--- config.mk ---
export PLATFORM = sky130hd
export DESIGN_NAME = char_lcd_command_formatter_unit
export DESIGN_NICKNAME = d
export VERILOG_FILES = /design/src/rtl/lcdfmt_pkg.sv /design/src/rtl/char_lcd_command_formatter_unit.sv /design/src/rtl/lcdfmt_dp.sv /design/src/rtl/lcdfmt_ctrl.sv
export SDC_FILE = /design/constraint.sdc
export NUM_CORES = 1
export LEC_CHECK = 0
export BUFFER_PORTS_ARGS = -buffer_cell sky130_fd_sc_hd__buf_4
export CAP_MARGIN = 25
export CORE_UTILIZATION = 40
export CTS_CLUSTER_SIZE = 16
export DETAILED_ROUTE_END_ITERATION = 10
export GPL_TIMING_DRIVEN = 0
export PLACE_DENSITY = 0.58
export SLEW_MARGIN = 10
export SYNTH_ARGS = -nofsm -noshare
export SYNTH_HDL_FRONTEND = slang
export SYNTH_SLANG_ARGS = --single-unit
export TNS_END_PERCENT = 100
--- constraint.sdc ---
create_clock -name clk -period 7.3 [get_ports clk]
set_input_delay 1.46 -clock clk [delete_from_list [all_inputs] [get_ports clk]]
set_output_delay 1.46 -clock clk [all_outputs]
set_load 0.01 [all_outputs]
--- src/rtl/lcdfmt_pkg.sv ---
// lcdfmt_pkg: shared types and constants for the character lcd command formatter
// used by lcdfmt_ctrl, lcdfmt_dp and the top level; depends on nothing
`timescale 1ns / 1ps
`default_nettype none

package lcdfmt_pkg;

    localparam int MAX_DIGITS = 8;
    localparam int CNT_W      = (MAX_DIGITS > 1) ? $clog2(MAX_DIGITS) : 1;

    // request codes
    localparam logic [2:0] REQ_INIT   = 3'd0;
    localparam logic [2:0] REQ_MODE   = 3'd1;
    localparam logic [2:0] REQ_CLEAR  = 3'd2;
    localparam logic [2:0] REQ_HOME   = 3'd3;
    localparam logic [2:0] REQ_CHAR   = 3'd4;
    localparam logic [2:0] REQ_NUMBER = 3'd5;

    // lcd command bytes
    localparam logic [7:0] CMD_FUNC_SET   = 8'h38;
    localparam logic [7:0] CMD_ENTRY_MODE = 8'h06;
    localparam logic [7:0] CMD_DISP_CTRL  = 8'h08;
    localparam logic [7:0] CMD_CLEAR      = 8'h01;
    localparam logic [7:0] CMD_HOME       = 8'h02;

    localparam logic [7:0] CHR_SPACE = 8'h20;
    localparam logic [7:0] CHR_ZERO  = 8'h30;
    localparam logic [7:0] CHR_NINE  = 8'h39;

    // reciprocal of ten, exact for 16-bit operands after a 19-bit shift
    localparam logic [16:0] RECIP_10 = 17'd52429;
    localparam int          RECIP_SH = 19;

    localparam logic RS_CMD  = 1'b0;
    localparam logic RS_DATA = 1'b1;

    typedef enum logic [2:0] {
        SEL_INIT0,
        SEL_INIT1,
        SEL_SINGLE,
        SEL_ADDR,
        SEL_DATA
    } emit_sel_t;

    typedef struct packed {
        logic      load;       // capture a new request
        logic      conv_step;  // one decimal digit
        logic      cnt_clear;  // reset place counter
        logic      emit;       // write one beat into the output register
        emit_sel_t sel;        // which byte to emit
        logic      place_adv;  // move to next place after a data write
    } dp_cmd_t;

    typedef struct packed {
        logic       cnt_last;  // place counter at last place
        logic       slot_free; // output register can take a beat
    } dp_status_t;

endpackage

`default_nettype wire

--- src/rtl/char_lcd_command_formatter_unit.sv ---
// char_lcd_command_formatter_unit: top level joining sequencer and datapath
// depends on lcdfmt_pkg, lcdfmt_ctrl, lcdfmt_dp
`timescale 1ns / 1ps
`default_nettype none

// Turns one request into the byte writes for a 16x2 character lcd. Each
// output beat carries reg_select (0 command, 1 data), bus_byte and last,
// which marks the final write of the request. init gives 0x38 then 0x06;
// mode gives 0x08 with display, cursor and blink bits; clear gives 0x01 and
// home 0x02; char gives an address command then the character. number shows
// value right-justified in decimal over field_width places (clamped to 1..8),
// spaces in front, low digits kept on overflow, a lone '0' for zero, each
// place as an address/data pair with the column wrapping on the same row.
// Request codes 6 and 7 produce no writes. One request is in work at a time:
// a number first passes place by place through the divide-by-ten digit unit,
// then the writes go out through the output register, each one waiting while
// the register holds a beat not yet taken. The next request is taken as soon
// as the last write sits in the output register.

module char_lcd_command_formatter_unit (
    input  wire logic        clk,
    input  wire logic        rst_n,
    input  wire logic        in_valid,
    output logic             in_ready,
    input  wire logic [2:0]  req_type,
    input  wire logic [3:0]  col,
    input  wire logic        row,
    input  wire logic [7:0]  char_code,
    input  wire logic [15:0] value,
    input  wire logic [3:0]  field_width,
    input  wire logic        display_enable,
    input  wire logic        cursor_enable,
    input  wire logic        blink_enable,
    output logic             out_valid,
    input  wire logic        out_ready,
    output logic             reg_select,
    output logic [7:0]       bus_byte,
    output logic             last
);

    // command and status between sequencer and datapath
    lcdfmt_pkg::dp_cmd_t    cmd;
    lcdfmt_pkg::dp_status_t status;

    lcdfmt_ctrl u_ctrl (
        .clk      (clk),
        .rst_n    (rst_n),
        .in_valid (in_valid),
        .in_ready (in_ready),
        .req_type (req_type),
        .status   (status),
        .cmd      (cmd)
    );

    lcdfmt_dp u_dp (
        .clk            (clk),
        .rst_n          (rst_n),
        .cmd            (cmd),
        .status         (status),
        .req_type       (req_type),
        .col            (col),
        .row            (row),
        .char_code      (char_code),
        .value          (value),
        .field_width    (field_width),
        .display_enable (display_enable),
        .cursor_enable  (cursor_enable),
        .blink_enable   (blink_enable),
        .out_valid      (out_valid),
        .out_ready      (out_ready),
        .reg_select     (reg_select),
        .bus_byte       (bus_byte),
        .last           (last)
    );

    // a known request keeps the block busy in the next cycle
    a_busy_after_req: assert property (@(posedge clk) disable iff (!rst_n)
        in_valid && in_ready && (req_type <= lcdfmt_pkg::REQ_NUMBER) |=> !in_ready)
        else $error("formatter took a request while busy");

    // an address command is always followed by its data beat
    a_addr_not_last: assert property (@(posedge clk) disable iff (!rst_n)
        out_valid && (reg_select == lcdfmt_pkg::RS_CMD) && bus_byte[7] |-> !last)
        else $error("address command marked last");

    // data beats before the last one are number places: digit or space
    a_place_chr: assert property (@(posedge clk) disable iff (!rst_n)
        out_valid && (reg_select == lcdfmt_pkg::RS_DATA) && !last |->
        (bus_byte == lcdfmt_pkg::CHR_SPACE) ||
        ((bus_byte >= lcdfmt_pkg::CHR_ZERO) && (bus_byte <= lcdfmt_pkg::CHR_NINE)))
        else $error("number place is not a digit or space");

endmodule

`default_nettype wire

--- src/rtl/lcdfmt_dp.sv ---
// lcdfmt_dp: request registers, decimal digit unit, place buffer and output register
// depends on lcdfmt_pkg
`timescale 1ns / 1ps
`default_nettype none

module lcdfmt_dp (
    input  wire logic                 clk,
    input  wire logic                 rst_n,
    input  wire lcdfmt_pkg::dp_cmd_t  cmd,
    output lcdfmt_pkg::dp_status_t    status,
    input  wire logic [2:0]           req_type,
    input  wire logic [3:0]           col,
    input  wire logic                 row,
    input  wire logic [7:0]           char_code,
    input  wire logic [15:0]          value,
    input  wire logic [3:0]           field_width,
    input  wire logic                 display_enable,
    input  wire logic                 cursor_enable,
    input  wire logic                 blink_enable,
    output logic                      out_valid,
    input  wire logic                 out_ready,
    output logic                      reg_select,
    output logic [7:0]                bus_byte,
    output logic                      last
);

    logic [3:0]                   col_reg, col_next;
    logic                         row_reg;
    logic [7:0]                   single_reg;
    logic [15:0]                  val_reg, val_next;
    logic [lcdfmt_pkg::CNT_W-1:0] wm1_reg, wm1_next;
    logic [lcdfmt_pkg::CNT_W-1:0] cnt_reg, cnt_next;
    logic [7:0]                   buf_reg  [lcdfmt_pkg::MAX_DIGITS];
    logic [7:0]                   buf_next [lcdfmt_pkg::MAX_DIGITS];
    logic                         out_valid_reg, out_valid_next;
    logic                         rs_reg, rs_next;
    logic [7:0]                   byte_reg, byte_next;
    logic                         last_reg, last_next;
    logic [7:0]                   single_next;

    logic [32:0] prod;
    logic [15:0] quot;
    logic [3:0]  digit;
    logic [7:0]  digit_chr;
    logic        is_last_data;

    // width clamp to 1..MAX_DIGITS, kept as width minus one
    always_comb
    begin
        if (field_width == 4'd0)
            wm1_next = '0;
        else if (field_width > 4'(lcdfmt_pkg::MAX_DIGITS))
            wm1_next = lcdfmt_pkg::CNT_W'(lcdfmt_pkg::MAX_DIGITS - 1);
        else
            wm1_next = lcdfmt_pkg::CNT_W'(field_width - 4'd1);
    end

    always_comb
    begin
        single_next = lcdfmt_pkg::CMD_DISP_CTRL
                    | {5'd0, display_enable, cursor_enable, blink_enable};
        unique case (req_type)
            lcdfmt_pkg::REQ_CLEAR: single_next = lcdfmt_pkg::CMD_CLEAR;
            lcdfmt_pkg::REQ_HOME:  single_next = lcdfmt_pkg::CMD_HOME;
            default: ;
        endcase
    end

    // divide by ten through the reciprocal, remainder by shift and add
    assign prod      = {1'b0, val_reg} * {16'd0, lcdfmt_pkg::RECIP_10};
    assign quot      = prod[lcdfmt_pkg::RECIP_SH +: 16];
    assign digit     = 4'(val_reg - ((quot << 3) + (quot << 1)));
    assign digit_chr = ((cnt_reg == '0) || (val_reg != 16'd0))
                     ? (lcdfmt_pkg::CHR_ZERO | {4'd0, digit}) : lcdfmt_pkg::CHR_SPACE;

    assign is_last_data = (cnt_reg == wm1_reg);

    always_comb
    begin
        col_next = col_reg;
        val_next = val_reg;
        cnt_next = cnt_reg;
        buf_next = buf_reg;
        if (cmd.load) begin
            col_next    = col;
            val_next    = value;
            cnt_next    = '0;
            buf_next[0] = char_code;
        end
        if (cmd.conv_step) begin
            val_next    = quot;
            cnt_next    = cnt_reg + 1'b1;
            buf_next[0] = digit_chr;
            for (int k = 1; k < lcdfmt_pkg::MAX_DIGITS; k++)
                buf_next[k] = buf_reg[k-1];
        end
        if (cmd.place_adv) begin
            col_next = col_reg + 4'd1;
            cnt_next = cnt_reg + 1'b1;
            for (int k = 0; k < lcdfmt_pkg::MAX_DIGITS - 1; k++)
                buf_next[k] = buf_reg[k+1];
            buf_next[lcdfmt_pkg::MAX_DIGITS-1] = lcdfmt_pkg::CHR_SPACE;
        end
        if (cmd.cnt_clear)
            cnt_next = '0;
    end

    // output beat register
    always_comb
    begin
        out_valid_next = out_valid_reg & ~out_ready;
        rs_next        = rs_reg;
        byte_next      = byte_reg;
        last_next      = last_reg;
        if (cmd.emit) begin
            out_valid_next = 1'b1;
            unique case (cmd.sel)
                lcdfmt_pkg::SEL_INIT0:
                begin
                    rs_next   = lcdfmt_pkg::RS_CMD;
                    byte_next = lcdfmt_pkg::CMD_FUNC_SET;
                    last_next = 1'b0;
                end
                lcdfmt_pkg::SEL_INIT1:
                begin
                    rs_next   = lcdfmt_pkg::RS_CMD;
                    byte_next = lcdfmt_pkg::CMD_ENTRY_MODE;
                    last_next = 1'b1;
                end
                lcdfmt_pkg::SEL_SINGLE:
                begin
                    rs_next   = lcdfmt_pkg::RS_CMD;
                    byte_next = single_reg;
                    last_next = 1'b1;
                end
                lcdfmt_pkg::SEL_ADDR:
                begin
                    rs_next   = lcdfmt_pkg::RS_CMD;
                    byte_next = {1'b1, row_reg, 2'b00, col_reg};
                    last_next = 1'b0;
                end
                default:
                begin
                    rs_next   = lcdfmt_pkg::RS_DATA;
                    byte_next = buf_reg[0];
                    last_next = is_last_data;
                end
            endcase
        end
    end

    always_ff @(posedge clk or negedge rst_n)
    begin
        if (!rst_n)
            out_valid_reg <= 1'b0;
        else
            out_valid_reg <= out_valid_next;
    end

    always_ff @(posedge clk)
    begin
        if (cmd.load) begin
            row_reg    <= row;
            single_reg <= single_next;
            wm1_reg    <= (req_type == lcdfmt_pkg::REQ_NUMBER) ? wm1_next : '0;
        end
        col_reg  <= col_next;
        val_reg  <= val_next;
        cnt_reg  <= cnt_next;
        buf_reg  <= buf_next;
        rs_reg   <= rs_next;
        byte_reg <= byte_next;
        last_reg <= last_next;
    end

    assign status.cnt_last  = is_last_data;
    assign status.slot_free = ~out_valid_reg | out_ready;

    assign out_valid  = out_valid_reg;
    assign reg_select = rs_reg;
    assign bus_byte   = byte_reg;
    assign last       = last_reg;

endmodule

`default_nettype wire

--- src/rtl/lcdfmt_ctrl.sv ---
// lcdfmt_ctrl: sequencer that steps one request through its bus writes
// depends on lcdfmt_pkg
`timescale 1ns / 1ps
`default_nettype none

module lcdfmt_ctrl (
    input  wire logic                   clk,
    input  wire logic                   rst_n,
    input  wire logic                   in_valid,
    output logic                        in_ready,
    input  wire logic [2:0]             req_type,
    input  wire lcdfmt_pkg::dp_status_t status,
    output lcdfmt_pkg::dp_cmd_t         cmd
);

    typedef enum logic [2:0] {
        ST_IDLE,
        ST_INIT0,
        ST_INIT1,
        ST_SINGLE,
        ST_CONV,
        ST_ADDR,
        ST_DATA
    } state_t;

    state_t state_reg, state_next;

    always_comb
    begin
        state_next    = state_reg;
        cmd           = '0;
        cmd.sel       = lcdfmt_pkg::SEL_ADDR;
        unique case (state_reg)
            ST_IDLE:
            begin
                if (in_valid) begin
                    cmd.load = 1'b1;
                    unique case (req_type)
                        lcdfmt_pkg::REQ_INIT:   state_next = ST_INIT0;
                        lcdfmt_pkg::REQ_MODE,
                        lcdfmt_pkg::REQ_CLEAR,
                        lcdfmt_pkg::REQ_HOME:   state_next = ST_SINGLE;
                        lcdfmt_pkg::REQ_CHAR:   state_next = ST_ADDR;
                        lcdfmt_pkg::REQ_NUMBER: state_next = ST_CONV;
                        default:                state_next = ST_IDLE;
                    endcase
                end
            end
            ST_INIT0:
            begin
                cmd.sel = lcdfmt_pkg::SEL_INIT0;
                if (status.slot_free) begin
                    cmd.emit   = 1'b1;
                    state_next = ST_INIT1;
                end
            end
            ST_INIT1:
            begin
                cmd.sel = lcdfmt_pkg::SEL_INIT1;
                if (status.slot_free) begin
                    cmd.emit   = 1'b1;
                    state_next = ST_IDLE;
                end
            end
            ST_SINGLE:
            begin
                cmd.sel = lcdfmt_pkg::SEL_SINGLE;
                if (status.slot_free) begin
                    cmd.emit   = 1'b1;
                    state_next = ST_IDLE;
                end
            end
            ST_CONV:
            begin
                cmd.conv_step = 1'b1;
                if (status.cnt_last) begin
                    cmd.cnt_clear = 1'b1;
                    state_next    = ST_ADDR;
                end
            end
            ST_ADDR:
            begin
                cmd.sel = lcdfmt_pkg::SEL_ADDR;
                if (status.slot_free) begin
                    cmd.emit   = 1'b1;
                    state_next = ST_DATA;
                end
            end
            ST_DATA:
            begin
                cmd.sel = lcdfmt_pkg::SEL_DATA;
                if (status.slot_free) begin
                    cmd.emit      = 1'b1;
                    cmd.place_adv = 1'b1;
                    state_next    = status.cnt_last ? ST_IDLE : ST_ADDR;
                end
            end
            default: state_next = ST_IDLE;
        endcase
    end

    always_ff @(posedge clk or negedge rst_n)
    begin
        if (!rst_n)
            state_reg <= ST_IDLE;
        else
            state_reg <= state_next;
    end

    assign in_ready = (state_reg == ST_IDLE);

endmodule

`default_nettype wire
# After elaboration in Yosys (flattened, before gate mapping)
# Index checks and enable logic that the tools add are counted.
# op_classes
n_addsub	3
mul	1
order_cmp	1
n_eq_ne	21
muxes	33
n_bitwise	5
n_reduce_logical	18
# op_table
op	count
2-to-1 mux 64 bit	2
2-to-1 mux 3 bit	11
multiplier 16 x 16 -> 32 bit, second input constant	1
2-to-1 mux 16 bit	2
case mux 8 bit (4 select lines)	1
case mux 4 bit (5 select lines)	1
== test 3 x 2 -> 1 bit, second input constant	6
case mux 3 bit (6 select lines)	1
nonzero test 16 bit	1
== test 3 bit, second input constant	5
zero test 3 bit	4
case mux 3 bit (4 select lines)	1
== test 3 x 1 -> 1 bit, second input constant	3
2-to-1 mux 4 bit	2
2-to-1 mux 8 bit	1
inequality test 2 bit, second input constant	4
case mux 4 bit (2 select lines)	1
OR reduction 2 bit	4
2-to-1 mux 1 bit	7
AND reduction 6 bit	1
nonzero test 2 bit	3
2-to-1 mux 5 bit	1
adder 4 x 1 -> 4 bit, second input constant	1
> comparator 4 bit, second input constant	1
other kinds (14)	17
# word_totals
reg_bits	113
inputBits	43
output_inout_bits	12
word_cells	102

# Logic depth before layout (Yosys ltp)
# Gate-level depths: netlist (run 1).
# depth
word_depth	7
mapped_depth	21
depth_no_buf	21

# Modules after synthesis
# Synthesis (run 1) repeated with hierarchy kept, for this count alone.
# hier_totals
cells_unflattened	910
area_unflattened_um2	9720.6
# by_module_without_submodules
mod	instances	cells_per_inst	area_each_um2	seq_area_each_um2
lcdfmt_dp	1	872	9376.5	3057.9
lcdfmt_ctrl	1	38	344.1	75.1

# Least setup slack after synthesis (run 1)
# Ideal clock, no wire load.
# synth_timing
path_kind	reg-to-reg
from	register u_dp.val_reg[4]
to	register u_dp.val_reg[9], data pin
setup_ns	0.259
t_arrival_ns	5.037
required_time_ns	7.041
slack_ns	2.004
stages_incl_launch_ff	21
path_buffers	0
synth_period_minus_slack_ns	5.296
path_cell_list	edfxtp_1 > inv_1 > ha_1 > xor2_1 > ha_1 > fa_1 > inv_1 > fa_1 > inv_1 > fa_1 > inv_1 > fa_1 > inv_1 > ha_1 > a21oi_1 > o211ai_1 > a21oi_1 > o21a_2 > nor3_1 > o31a_1 > a211o_1
# synth_between
elab_chain_cells	2
# synth_lines
element	line	source
start, declared	lcdfmt_dp.sv:30	logic [15:0] val_reg, val_next;
start signal, assigned	lcdfmt_dp.sv:168	val_reg <= val_next;
multiplier 16 x 16 -> 32 bit	lcdfmt_dp.sv:70	assign prod = {1'b0, val_reg} * {16'd0, lcdfmt_pkg::RECIP_10};
2-to-1 mux 16 bit	lcdfmt_dp.sv:90	if (cmd.conv_step) begin
named net u_dp.val_next[9]	lcdfmt_dp.sv:30	
# The timed path passes the listed nets, and every way through them passes these cells. The select of a mux whose other input is x is not followed.
# A chain may end at the register's enable or synchronous reset.

# Final worst setup path (run 1)
# layout_timing
from	register u_dp.val_reg[7]
to	register u_dp.val_reg[7], data pin
# Same word-level chain as after synthesis.

==> run_results.csv, run 1 <==
group,metric,value,unit
run_status,status,"completed",
die,fp.dieW,157,um
finish,drive_above_1_share,0.0999,
timing,setup_tns,0,ns
timing,fin_crit,6.06,ns
routing,route.antenna.remaining_nets,0,
clock_tree,numCtsBuffers,9,
die,die_h,157,um
clock_tree,hold_buffers,0,
die,ioPinCount,55,
finish,nets,1260,
finish,diodes,0,
worst_setup_path,arrival,6.12,ns
routing,routed_wl,23700,um
worst_setup_path,worst_setup_path_end_kind,"register",
die,die_area,24800,um2
yosys,async_reset_ff_frac,0.0367,
clock_tree,clock_sinks,109,
clock_tree,postCtsSetupRepairBufs,0,
worst_setup_path,critPathKind,"reg2reg",
yosys,synth-main-ff-cell,"edfxtp_1",
yosys,synthDistinctLibCells,67,
routing,drc,0,
yosys,yosysWarningCount,0,
clock_tree,htreeDepth,3,
clock_tree,path_clk_slew,0.07,ns
yosys,yosys.area.top_type,"edfxtp_1",
finish,area_growth,11.7,%
global_routing,antenna_found_initial,0,
timing,rsz0062_at_grt,"false",
clock_tree,clock_latency,0.34,ns
finish,largest_reg_flops,64,
global_routing,first_global_vias,6632,
timing,setup_violations,0,
die,num_rows,56,
routing,vias,6708,
timing,clock_skew,0.00925,ns
yosys,ys_ff_latch,109,
routing,drt_iter0_drc,310,
yosys,yosysSeqAreaShare,0.325,
yosys,synth_common_cells,"206 x inv_1, 142 x ha_1, 93 x edfxtp_1",
routing,drtPass1Iterations,5,
placed_design,numPortBuffers,54,
finish,fillers,2290,
yosys,synth-edff-count,93,
clock_tree,cts_max_path_buffers,2,
yosys,synth_area_per_cell,10.4,um2
clock_tree,cts-root-buf,"clkbuf_16",
die,core_area,23500,um2
yosys,synthTopCellsByArea,"edfxtp_1 29%, ha_1 18%, fa_1 16%",
global_routing,grt_max_degree,30,
hold_path,hold_path.class,"reg2reg",
placed_design,place_congestion,0.913,
yosys,syn_inst,930,
timing,finalCritPeriodShare,0.830,
timing,max_clock_freq,165,MHz
clock_tree,post_cts_resized,0,
yosys,synth.top_cell.area_share,0.289,
placed_design,dp_hpwl,19800,um
yosys,synth.most_common_cell,"inv_1",
routing,vias_per_cell,5.08,
global_routing,grtUsageTotal,0.199,
run,maxCapViolations,0,
worst_setup_path,worstPathMaxFanout,6,
global_routing,grt_pass1_wl,36400,um
die,start_util,0.410,
timing,drv_slew,0,
worst_setup_path,crit_path_start_kind,"register",
yosys,synth_fp_nets,1194,
routing,routedWlPerCell,18.0,um
yosys,syn_area,9650,um2
global_routing,gr-total-overflow,0,
timing,relSlewSlack,0.444,
timing,finalHoldViolCount,0,
clock_tree,cts_tree,"yes",
worst_setup_path,worstPathRequired,7.36,ns
timing,worstMarginPinSlew,0.831,ns
==> worst max-delay path, stage by stage (launching register included) <==
cell and delay, ns:
edfxtp_1 0.54, ha_1 0.42, inv_1 0.11, fa_1 0.54, inv_1 0.06, fa_1 0.52, fa_1 0.53, fa_1 0.54
inv_1 0.06, fa_1 0.52, inv_1 0.04, ha_1 0.36, nand4_2 0.15, nor2_2 0.12, nand3_1 0.13, o31ai_1 0.55
a221oi_2 0.15, xor2_1 0.31, o21ai_1 0.11
==> cells in the final DEF (no fill, tap or decap), types with 2 or more instances in the layout <==
master | netlist | layout
a211oi_1 | 2 | 2
a21o_1 | 8 | 8
a21oi_1 | 38 | 38
a21oi_2 | 2 | 2
a221o_1 | 2 | 2
a221oi_2 | 2 | 2
a22o_1 | 55 | 55
and2_1 | 3 | 3
and3_1 | 2 | 2
buf_1 | 2 | 2
buf_2 | 8 | 8
buf_4 | 0 | 54
clkbuf_1 | 14 | 15
clkbuf_16 | 0 | 9
clkinv_2 | 0 | 2
dfrtp_1 | 4 | 4
dfxtp_1 | 12 | 12
edfxtp_1 | 93 | 93
fa_1 | 79 | 79
ha_1 | 142 | 142
inv_1 | 206 | 206
inv_2 | 2 | 2
maj3_1 | 2 | 2
nand2_1 | 82 | 81
nand2_2 | 1 | 2
nand2b_1 | 4 | 4
nand3_1 | 13 | 13
nand3b_1 | 2 | 2
nand4_1 | 8 | 8
nor2_1 | 26 | 26
nor2_2 | 3 | 3
nor2b_1 | 3 | 3
nor3_1 | 7 | 7
o211ai_1 | 6 | 6
o21ai_0 | 22 | 22
o21ai_1 | 14 | 14
o21bai_1 | 5 | 5
o22ai_1 | 2 | 2
xnor2_1 | 13 | 13
xor2_1 | 11 | 11
==> area by class of cell <==
class,instances,area (um2),share of cell area
multi-input combinational,588,5630,0.522
sequential,109,3130,0.291
inverter,208,781,0.0724
timing repair buffer,55,425,0.0395
tap,319,399,0.0370
clock buffer,10,229,0.0212
buffer,25,114,0.0106
clock inverter,6,73.8,0.00685
==> metal layers <==
metal  vias up  wire (um)  global-route usage  share of wire
met1      3295      11100               0.281           0.47
met3        16        815              0.0234          0.034
met5         -          0                   0              0
met4         0        266              0.0379          0.011
met2       131      11600               0.329           0.49
li1       3266          -                   -              -
==> stage by stage <==
stage               hold slack [ns]   util  instance area (um2)  std cells  worst slack, ns
floorplan                     0.437      -                 9650        930             2.00
global placement              0.443  0.444                10500       1303             1.24
detailed placement            0.447  0.445                10500       1304             1.21
CTS                           0.457  0.458                10800       1320             1.20
global route                  0.481  0.458                10800       1320            0.968
finish                        0.460  0.458                10800       1320             1.24
==> final timing paths <==
check | start | endpoint | slack, ns | cells after the start
setup / recovery | u_dp.val_reg[7] | u_dp.val_reg[7] | 1.24 | 18
hold / removal | u_dp.buf_reg[4] | u_dp.buf_reg[4] | 0.46 | 2
setup reg to reg | u_dp.val_reg[7] | u_dp.val_reg[7] | 1.24 | 18
hold reg to reg | u_dp.buf_reg[4] | u_dp.buf_reg[4] | 0.46 | 2
max in group asynchronous | rst_n | u_ctrl.state_reg[2] | 6.28 | 1
min in group asynchronous | rst_n | u_dp.out_valid | 0.90 | 1
==> kinds of logic (layout without fill, tap and decap cells) <==
| logic type | count (synthesis) | count (layout) | share of synthesized area |
|---|---|---|---|
| muxes | 2 | 2 | 0.00233 |
| and+or+nand+nor | 162 | 162 | 0.0771 |
| DFF | 109 | 109 | 0.325 |
| xor gates and xnor gates | 24 | 24 | 0.0218 |
| adders and majority gates | 223 | 223 | 0.350 |
| buffers and inverters | 233 | 304 | 0.0927 |
| AOI/OAI and AO/OA | 177 | 177 | 0.132 |
Power of run 1 is not shown: default switching activity piles up to over one toggle a cycle in this logic, so the estimate is an artifact.
==> run 2, diff against run 1 <==
Settings changed: PLACE_DENSITY 0.58 to 0.6.
Clock period 7.3 ns to 4.95 ns, I/O delays scaled along.
==> run 2 against run 1 <==
Net effect: the flow now finishes with violations (setup timing); sequential cell count stayed put; critical endpoint is now u_dp.val_reg[12]; cell count increased by 3.4%; largest cell class unchanged; non-clock buffer count up 45; sequential share of layout area down 2.5 points; die area stayed put; highest routed layer unchanged; clock-buffer cell count is 1 lower; worst hold slack lost 0.033 ns; maximum frequency rose by 12%.
==> run_results.csv, run 2 (synthesized netlist as in run 1, its figures left out) <==
group,metric,value,unit
run_status,status,"finished with violations",
run_status,violations,"setup timing",
worst_setup_path,critPathKind,"reg2reg",
worst_setup_path,crit_cells,17,
finish,layout_common_cells,"184 x inv_1, 116 x ha_1, 93 x edfxtp_1",
die,fp.dieW,157,um
routing,drc,0,
global_routing,grt_pass1_wl,38400,um
die,core_area,23500,um2
timing,finalWorstSetupSlack,-0.442,ns
clock_tree,htreeDepth,3,
clock_tree,numCtsBuffers,9,
worst_setup_path,arrival,5.51,ns
worst_setup_path,reg2reg_from,"u_dp.val_reg[7]",
finish,final_common_cell,"inv_1",
timing,finalHoldViolCount,0,
die,num_rows,56,
timing,finalCritPeriodShare,1.09,
timing,setup_violations,13,
die,die_area,24800,um2
routing,drt_iter0_drc,485,
global_routing,gr-total-overflow,0,
worst_setup_path,critical_path_buf_inv_count,4,
run,maxCapViolations,0,
worst_setup_path,critical_path.max_stage_delay,0.55,ns
timing,relSlewSlack,0.438,
routing,vias_per_cell,5.12,
clock_tree,clock_latency,0.36,ns
finish,nets,1305,
timing,clock_skew,0.0142,ns
routing,route.antenna.remaining_nets,0,
timing,max_clock_freq,185,MHz
worst_setup_path,critPathLaunch,"u_dp.val_reg[7]",
worst_setup_path,cpMostUsedCell,"fa_1",
routing,routed_wl,25200,um
finish,diodes,0,
die,die_h,157,um
worst_setup_path,cp_slowest_cell,"fa_1",
die,ioPinCount,55,
timing,drv_slew,0,
global_routing,grt_max_degree,35,
finish,drive_above_1_share,0.227,
timing,fin_crit,5.39,ns
clock_tree,cts_max_path_buffers,2,
worst_setup_path,crit_family,"adder cells",
worst_setup_path,worstPathMaxFanout,5,
clock_tree,hold_buffers,0,
global_routing,antenna_found_initial,0,
worst_setup_path,r2r_setup_slack,-0.44,ns
global_routing,first_global_vias,6899,
clock_tree,path_clk_slew,0.08,ns
clock_tree,clock_sinks,109,
die,start_util,0.410,
clock_tree,cts-root-buf,"clkbuf_16",
routing,drtPass1Iterations,5,
placed_design,place_congestion,0.922,
hold_path,hold_path.class,"in2async",
worst_setup_path,rr_endpoint,"u_dp.val_reg[12]",
timing,worstMarginPinSlew,0.840,ns
worst_setup_path,cp_cell_sequence,"ha_4 > inv_4 > fa_1 > inv_1 > fa_1 > fa_2 > fa_1 > inv_1 > fa_1 > inv_2 > ha_4 > nand4_1 > a21o_1 > nor4b_4 > o21ai_2 > a22o_1 > a31o_1",
placed_design,dp_hpwl,19900,um
finish,area_growth,22.2,%
clock_tree,cts_tree,"yes",
worst_setup_path,worstPathRequired,5.07,ns
finish,largest_reg_flops,64,
placed_design,numPortBuffers,54,
global_routing,grtUsageTotal,0.212,
worst_setup_path,reg2regPathDepth,17,
worst_setup_path,crit_path_start_kind,"register",
timing,rsz0062_at_grt,"true",
timing,setup_tns,-4.62,ns
worst_setup_path,worst_setup_path_end_kind,"register",
routing,vias,6992,
routing,routedWlPerCell,18.5,um
worst_setup_path,crit_path_end,"u_dp.val_reg[12]",
[run 2: changes by cell type in the layout (fill, tap and decap cells not counted), moves of 5 or more]
cell / previous run / this run
buf_4: 54 / 91
ha_1: 142 / 116
inv_1: 206 / 184
ha_4: 0 / 21
inv_2: 2 / 22
a21oi_1: 38 / 26
a21oi_2: 2 / 11
o21ai_2: 1 / 8
buf_6: 0 / 6
ha_2: 0 / 5
o21ai_0: 22 / 17
[run 2: worst min-delay path by stage]
stage | endpoint | slack, ns | depth (start not counted)
after detailed placement | u_dp.buf_reg[3] | 0.45 | 2
final | u_ctrl.state_reg[2] | 0.43 | 1
after global routing | u_ctrl.state_reg[2] | 0.41 | 1
after floorplan | u_dp.buf_reg[0] | 0.44 | 2
after CTS | u_ctrl.state_reg[2] | 0.41 | 1
after global placement | u_dp.buf_reg[1] | 0.44 | 2
[run 2: through the flow]
stage               worst slack (ns)  instance area, um2  instances  hold slack (ns)   util
finish                        -0.442               11800       1365            0.427  0.501
global placement              -0.777               10600       1303            0.444  0.452
floorplan                    0.00122                9830        930            0.437      -
detailed placement            -0.812               10700       1304            0.450  0.453
CTS                           -0.419               11600       1359            0.414  0.493
global route                  -0.584               11800       1365            0.412  0.501
[run 2: per-layer routing]
metal | up-vias | part of all wire | global-route usage
met5 | - | 0 | 0
li1 | 3368 | - | -
met3 | 25 | 0.044 | 0.0286
met1 | 3443 | 0.46 | 0.297
met2 | 156 | 0.48 | 0.340
met4 | 0 | 0.018 | 0.0587
[run 2: repair_timing]
action	in CTS	in global routing
endpoints found under the hold margin	0	0
pin swaps	29	20
setup endpoints to repair	13	13
gates resized for setup	70	26
setup buffers	39	7
[run 2: area by class of cell]
cell class | count | area [um2]
Inverter | 208 | 787
Clock buffer | 9 | 225
Sequential cell | 109 | 3130
Timing Repair Buffer | 100 | 811
Multi-Input combinational cell | 588 | 6240
Clock inverter | 7 | 82.6
Fill cell | 2221 | 11700
Buffer | 25 | 114
Tap cell | 319 | 399
Power of run 2 is left out for the same reason.
